### config.mk
export PLATFORM = sky130hd
export DESIGN_NAME = hcdt_chain
export DESIGN_NICKNAME = d
export VERILOG_FILES = /design/src/rtl/hash_conflict_dependency_tracker_defines.svh /design/src/rtl/hcdt_pkg.sv /design/src/rtl/hcdt_cell.sv /design/src/rtl/hcdt_chain.sv
export SDC_FILE = /design/constraint.sdc
export NUM_CORES = 2
export LEC_CHECK = 0
export ABC_AREA = 0
export ABC_CLOCK_PERIOD_IN_PS = 14300
export BUFFER_PORTS_ARGS = -buffer_cell sky130_fd_sc_hd__clkbuf_2
export CAP_MARGIN = 0
export CORE_MARGIN = 1
export CORE_UTILIZATION = 49
export DETAILED_ROUTE_END_ITERATION = 6
export MAX_ROUTING_LAYER = met4
export PLACE_DENSITY = 0.63
export SYNTH_ARGS = -nofsm -noshare
export SYNTH_HDL_FRONTEND = slang
export SYNTH_SLANG_ARGS = --single-unit
### constraint.sdc
create_clock -name clk -period 14.3 [get_ports clk]
set_input_delay 2.145 -clock clk [delete_from_list [all_inputs] [get_ports clk]]
set_output_delay 2.145 -clock clk [all_outputs]
set_load 0.01 [all_outputs]
### src/rtl/hash_conflict_dependency_tracker_defines.svh
// ----------------------------------------------------------------------------
// Assertion macros for the hash conflict dependency tracker
// Concurrent checks that fold away when SYNTHESIS is defined.
// ----------------------------------------------------------------------------
`ifndef HASH_CONFLICT_DEPENDENCY_TRACKER_DEFINES_SVH
`define HASH_CONFLICT_DEPENDENCY_TRACKER_DEFINES_SVH

`ifndef SYNTHESIS
// same-cycle implication
`define HCDT_ASSERT_IMP(lbl, ck, rst_n, ante, cons) \
	lbl: assert property (@(posedge ck) disable iff (!rst_n) (ante) |-> (cons)) \
		else $error("hcdt: implication check failed");
// next-cycle implication
`define HCDT_ASSERT_NXT(lbl, ck, rst_n, ante, cons) \
	lbl: assert property (@(posedge ck) disable iff (!rst_n) (ante) |=> (cons)) \
		else $error("hcdt: next-cycle check failed");
`else
`define HCDT_ASSERT_IMP(lbl, ck, rst_n, ante, cons)
`define HCDT_ASSERT_NXT(lbl, ck, rst_n, ante, cons)
`endif

`endif

### src/rtl/hcdt_pkg.sv
// ----------------------------------------------------------------------------
// hcdt_pkg
// Shared constants and chain control types of the dependency tracker.
// ----------------------------------------------------------------------------
package hcdt_pkg;

	localparam int ACCT_W   = 64;
	localparam int OUT_ID_W = 32;

	// command from the controller to the predecessor chain
	typedef struct packed {
		logic ins;    // offer a predecessor id for sorted insertion
		logic shift;  // pop the head, every cell takes its right neighbour
	} hcdt_chain_cmd_t;

	// status from the chain back to the controller
	typedef struct packed {
		logic head_vld;  // at least one id held
		logic next_vld;  // a second id held behind the head
		logic full;      // last cell occupied
		logic dup;       // offered id already held
	} hcdt_chain_st_t;

endpackage

### src/rtl/hcdt_cell.sv
// ----------------------------------------------------------------------------
// hcdt_cell
// One cell of the sorted predecessor chain: holds one id and a valid bit.
// ----------------------------------------------------------------------------
module hcdt_cell import hcdt_pkg::*; #(
	parameter int W = 32
) (
	input  logic            clk,
	input  logic            arst_n,
	input  hcdt_chain_cmd_t cmd,
	input  logic [W-1:0]    new_val,
	input  logic            left_lt,
	input  logic            left_vld,
	input  logic [W-1:0]    left_val,
	input  logic            right_vld,
	input  logic [W-1:0]    right_val,
	output logic            vld,
	output logic [W-1:0]    val,
	output logic            lt,
	output logic            eq
);

	logic         vld_q;
	logic [W-1:0] val_q;

	assign vld = vld_q;
	assign val = val_q;
	assign lt  = vld_q && (val_q < new_val);
	assign eq  = vld_q && (val_q == new_val);

	always_ff @(posedge clk or negedge arst_n) begin
		if (!arst_n) begin
			vld_q <= 1'b0;
		end else if (cmd.shift) begin
			vld_q <= right_vld;
		end else if (cmd.ins && !lt) begin
			// new id lands here or pushes the left neighbour in
			vld_q <= left_lt ? 1'b1 : left_vld;
		end
	end

	always_ff @(posedge clk) begin
		if (cmd.shift) begin
			val_q <= right_val;
		end else if (cmd.ins && !lt) begin
			val_q <= left_lt ? new_val : left_val;
		end
	end

endmodule

### src/rtl/hcdt_chain.sv
// ----------------------------------------------------------------------------
// hcdt_chain
// Row of cells keeping distinct predecessor ids in ascending order.
// ----------------------------------------------------------------------------
module hcdt_chain import hcdt_pkg::*; #(
	parameter int W     = 32,
	parameter int DEPTH = 16
) (
	input  logic            clk,
	input  logic            arst_n,
	input  hcdt_chain_cmd_t cmd,
	input  logic [W-1:0]    new_val,
	output hcdt_chain_st_t  st,
	output logic [W-1:0]    head_val
);

	logic [DEPTH-1:0] vld;
	logic [DEPTH-1:0] lt;
	logic [DEPTH-1:0] eq;
	logic [W-1:0]     val [DEPTH];
	hcdt_chain_cmd_t  cell_cmd;

	// drop duplicates and anything offered to a full row
	assign cell_cmd.shift = cmd.shift;
	assign cell_cmd.ins   = cmd.ins && !(|eq) && !vld[DEPTH-1];

	assign st.head_vld = vld[0];
	assign st.next_vld = vld[1];
	assign st.full     = vld[DEPTH-1];
	assign st.dup      = |eq;
	assign head_val    = val[0];

	for (genvar i = 0; i < DEPTH; i++) begin : g_cell
		logic         l_lt;
		logic         l_vld;
		logic [W-1:0] l_val;
		logic         r_vld;
		logic [W-1:0] r_val;

		if (i == 0) begin : g_first
			assign l_lt  = 1'b1;
			assign l_vld = 1'b0;
			assign l_val = '0;
		end else begin : g_mid
			assign l_lt  = lt[i-1];
			assign l_vld = vld[i-1];
			assign l_val = val[i-1];
		end

		if (i == DEPTH - 1) begin : g_last
			assign r_vld = 1'b0;
			assign r_val = '0;
		end else begin : g_inner
			assign r_vld = vld[i+1];
			assign r_val = val[i+1];
		end

		hcdt_cell #(
			.W (W)
		) u_cell (
			.clk       (clk),
			.arst_n    (arst_n),
			.cmd       (cell_cmd),
			.new_val   (new_val),
			.left_lt   (l_lt),
			.left_vld  (l_vld),
			.left_val  (l_val),
			.right_vld (r_vld),
			.right_val (r_val),
			.vld       (vld[i]),
			.val       (val[i]),
			.lt        (lt[i]),
			.eq        (eq[i])
		);
	end

endmodule

## After elaboration in Yosys (flattened, before gate mapping)

Cells that the tools add are included.

| operators by class | value |
|---|---|
| $lt $le $gt $ge | 16 |
| mux-type cells | 92 |
| eq/ne operators | 16 |
| reduce and logical (&&, ||, !) cells | 85 |

Operators by type and width:

| cell | number |
|---|---|
| 2-to-1 mux 32 bit | 45 |
| equality test 32 bit | 16 |
| less-than comparator 32 bit | 16 |
| logical AND 1 bit | 50 |
| 2-to-1 mux 1 bit | 47 |
| nonzero test 2 bit | 16 |
| logical NOT 1 bit | 18 |
| OR reduction 16 bit | 1 |

| storage, ports and cells | value |
|---|---|
| output and inout bits | 36 |
| register bits after elaboration | 528 |

## Depth between registers and ports, before layout

| depth | value |
|---|---|
| depth after elaboration | 9 |
| depth in mapped cells | 15 |
| depth with buffers taken out | 10 |

## Hierarchy

From an unflattened synthesis, not the netlist that was laid out.

| unflattened totals | value |
|---|---|
| cell total of the unflattened synthesis | 4259 |
| area total of the unflattened synthesis | 40022.1 um^2 |

Modules (own cells, without submodules):

| module | cells an instance | area each (um^2) | sequential area each (um^2) | times used |
|---|---|---|---|---|
| hcdt_cell (g_cell[0].u_cell ...) | 265 | 2493.6 | 985.9 | 15 |
| hcdt_cell (g_cell[1].u_cell) | 273 | 2537.4 | 985.9 | 1 |
| hcdt_chain | 11 | 80.1 | 0.0 | 1 |

## Worst setup path after synthesis

OpenSTA, ideal clock, no wires.

| path | value |
|---|---|
| kind | input to register |
| start | in new_val[25] |
| end | reg g_cell[7].u_cell.val_q[0] (enable) |
| stages on the path | 12 |
| required time | 13.834 ns |
| arrival | 7.275 ns |
| setup slack | 6.560 ns |
| library setup time | 0.466 ns |
| path through | clkbuf_1 -> clkbuf_1 -> inv_1 -> ha_1 -> nand3_1 -> or4_1 -> nor4_1 -> o31ai_1 -> nor4b_1 -> buf_2 -> buf_1 -> o21ai_0 |

| between the ends | value |
|---|---|
| longest elaborated chain between the ends | 8 |
| elaborated cells between the ends (all ways) | 41 |
| classes of those cells | 1 x order compare; 16 x eq/ne; 24 x reduce/logical |

Ends and longest elaborated chain:

| what | RTL line | text |
|---|---|---|
| start: declaration | hcdt_chain.sv:12 | `input logic [W-1:0] new_val,` |
| parallel branches: the longest is 6 deep, another holds less-than comparator 32 bit | n/a |  |
| logical AND 1 bit * | hcdt_cell.sv:45 | `end else if (cmd.ins && !lt) begin` |
| nonzero test 2 bit (no line) * | n/a |  |
| end signal: assignment | hcdt_cell.sv:44 | `val_q <= right_val;` |
| end signal: assignment | hcdt_cell.sv:46 | `val_q <= left_lt ? new_val : left_val;` |
| end: declaration | hcdt_cell.sv:24 | `logic [W-1:0] val_q;` |

Mark *: on every way between the ends.
A chain may end at the register's enable or synchronous reset.

==> reports/qor.csv <==
metric;value;unit
status;completed;
ys_types;71;
core_area;76500;um^2
arrival;5.69;ns
hold_path.class;reg2reg;
synth-compound-area-share;14.1;%
die_w;281;um
synth_edf_count;480;
path_max_fanout;17;
cts_made_buffers;61;
cts_hold_buf;0;
synthAdderAreaFrac;15.8;%
async_flop_share;3.03;%
cts_root_buf;clkbuf_16;
drt-initial-drc-count;2909;
track_usage;31.1;%
period_share;54.8;%
h-tree-depth;2;
grt_max_degree;178;
fillCellCount;6865;
seq_area;15500;um^2
drc;0;
worst-setup-path-type;in2out;
clk_latency;0.66;ns
ys_warn_count;0;
dpl.hpwl;87500;um
ys_ff_latch;528;
netlist_area;38100;um^2
power_density;187;nW/um^2
use_met1;43.6;%
power.total;7.80;mW
tns;0;ns
clock_skew;0.0268;ns
fmax;128;MHz
max_cap_viol_count;0;
use_met3;3.11;%
grt_use_met2;48.2;%
required;12.15;ns
vias;30300;
diodes;0;
grt_most_used_layer;met2;
max_slew_margin;17.0;%
fp.dieH;281;um
viasPerCell;6.20;
io_pins;72;
ant_nets;0;
syn_nets;4382;
synthCells;3866;
rsz0062_at_grt;no;
post_cts_buffers;0;
design.die.area;78900;um^2
gp_congestion;0.962;
numPlacedInstances;4778;
cts_resized;0;
gr-total-overflow;0;
utilization;54.4;%
startpoint_type;input pin;
setup_violations;0;
routed_wl;120000;um
ys.flop_type;edfxtp_1;
cts_max_path_buffers;3;
start_util;49.9;%
dr.pass1.iters;5;
numClockSinks;528;
grt_pass1_vias;29100;
synth_mux_area_share;12.6;%
fin_crit;7.83;ns
final_area;41600;um^2
synthToLayoutAreaGrowth;9.18;%
synth_xor_area_share;0.735;%
p_leak;17.8;nW
max_slew.worst_pin.slew;1.23;ns
layout.nets;4327;
cts_tree;done;
fin_cells;4892;
finalHoldViolations;0;
antenna_found_initial;0;
clk_pin_slew;0.06;ns
wl_per_cell;24.5;um
vdd_drop_max;0.000109;V
synth_seq_area_share;40.5;%
slew_violations;0;
synth_top_family_by_area;adder cells;
multiInputGateArea;21700;um^2
grt_pass1_wl;182000;um
port_buffers;71;
num_rows;101;
postSynthAreaPerCell;9.86;um^2
place_area;39500;um^2
synthSimpleGateAreaFrac;12.9;%
cp-end-kind;primary output;
drive_above_1_share;7.09;%
==> cells in the mapped netlist, types with 22 or more instances <==
master | number | area, um^2
a21o_1 | 62 | 465
a22oi_1 | 32 | 240
a21oi_1 | 156 | 781
clkbuf_1 | 200 | 751
xor2_1 | 28 | 245
nand3_1 | 38 | 190
nor4_1 | 31 | 194
dfxtp_1 | 32 | 641
o211ai_1 | 23 | 173
nor3_1 | 23 | 115
nand4_1 | 110 | 688
edfxtp_1 | 480 | 14400
buf_2 | 42 | 210
mux2i_1 | 480 | 4800
a31oi_1 | 22 | 138
nor2b_1 | 55 | 344
nor2_1 | 142 | 533
a211oi_1 | 47 | 353
ha_1 | 480 | 6010
o21ai_0 | 521 | 2610
nand2_1 | 633 | 2380
inv_1 | 61 | 229
==> through the flow <==
stage	hold slack, ns	worst slack, ns
finish	0.530	6.47
detailed placement	0.519	6.51
global route	0.553	6.33
floorplan	0.502	6.56
global placement	0.511	6.52
CTS	0.530	6.49
==> routing by layer <==
layer  vias to the layer above  wire length, um
met5                         -                0
met4                         0             2790
met3                       160             7500
met2                       963            54500
met1                     14900            55200
li1                      14300                -
==> cells in the final DEF, fill, tap and decap left out, types with 12 or more instances in the layout <==
master and instances:
o211ai_1 23, clkinv_1 13, nand3_1 37, a31oi_1 20, nor2b_1 55, clkbuf_1 13, o21ai_4 14, inv_1 60
clkbuf_16 63, buf_4 70, a21oi_1 153, a2111oi_0 12, nand4_1 110, nand3b_1 13, nor2_1 142, edfxtp_1 480
nand2_1 633, a22oi_1 32, dfrtp_1 16, clkbuf_2 70, mux2i_1 480, ha_1 480, dfxtp_1 32, nor4_1 30
a21o_1 61, a211oi_1 45, nor3_1 22, xor2_1 28, o21ai_0 507
==> cell type report <==
type,count,share of cell area (%)
clock inverters,31,0.872
repair buffers,141,2.14
inverters,61,0.550
flip-flops and latches,528,37.1
multi-input cells,3018,52.1
well taps,1030,3.10
clock buffers,83,4.14
==> power by group <==
part / switching, mW / internal, mW / total [mW]
Sequential: 0.581 / 2.42 / 3.00
Combinational: 1.84 / 1.28 / 3.12
Clock: 0.703 / 0.982 / 1.68
==> path summary, 6_finish.rpt <==
check	from	end	slack (ns)	cells past startpoint
setup / recovery	new_val[21]	st[0]	6.47	10
hold / removal	g_cell[15].u_cell.val[5]	g_cell[15].u_cell.val[5]	0.53	2
setup reg to reg	g_cell[1].u_cell.val[31]	g_cell[10].u_cell.val[4]	9.63	10
hold reg to reg	g_cell[15].u_cell.val[5]	g_cell[15].u_cell.val[5]	0.53	2
max in group asynchronous	arst_n	g_cell[15].u_cell.vld	12.48	1
min in group asynchronous	arst_n	g_cell[5].u_cell.vld	1.45	1
==> cells by family (layout without fill, tap and decap cells) <==
family	after synthesis	count (layout)
simple gates	1096	1096
compound gates	930	930
flops	528	528
fa+ha+maj	480	480
mux	480	480
buf+inv	320	316
xor+xnor	32	32
==> critical path, stage by stage <==
cell	delay, ns
clkbuf_2	0.42
inv_1	0.51
ha_1	0.47
nand4_1	0.13
nor4_1	0.94
nand4_1	0.27
nand4_1	0.17
nor4_1	0.07
o2111ai_1	0.28
clkbuf_2	0.24
==> flip-flops by register name, indices dropped and copies added (netlist names) <==
| signal | flops |
|---|---|
| g_cell.u_cell.val | 512 |
| g_cell.u_cell.vld | 16 |
(Power assumes the default switching activity.)
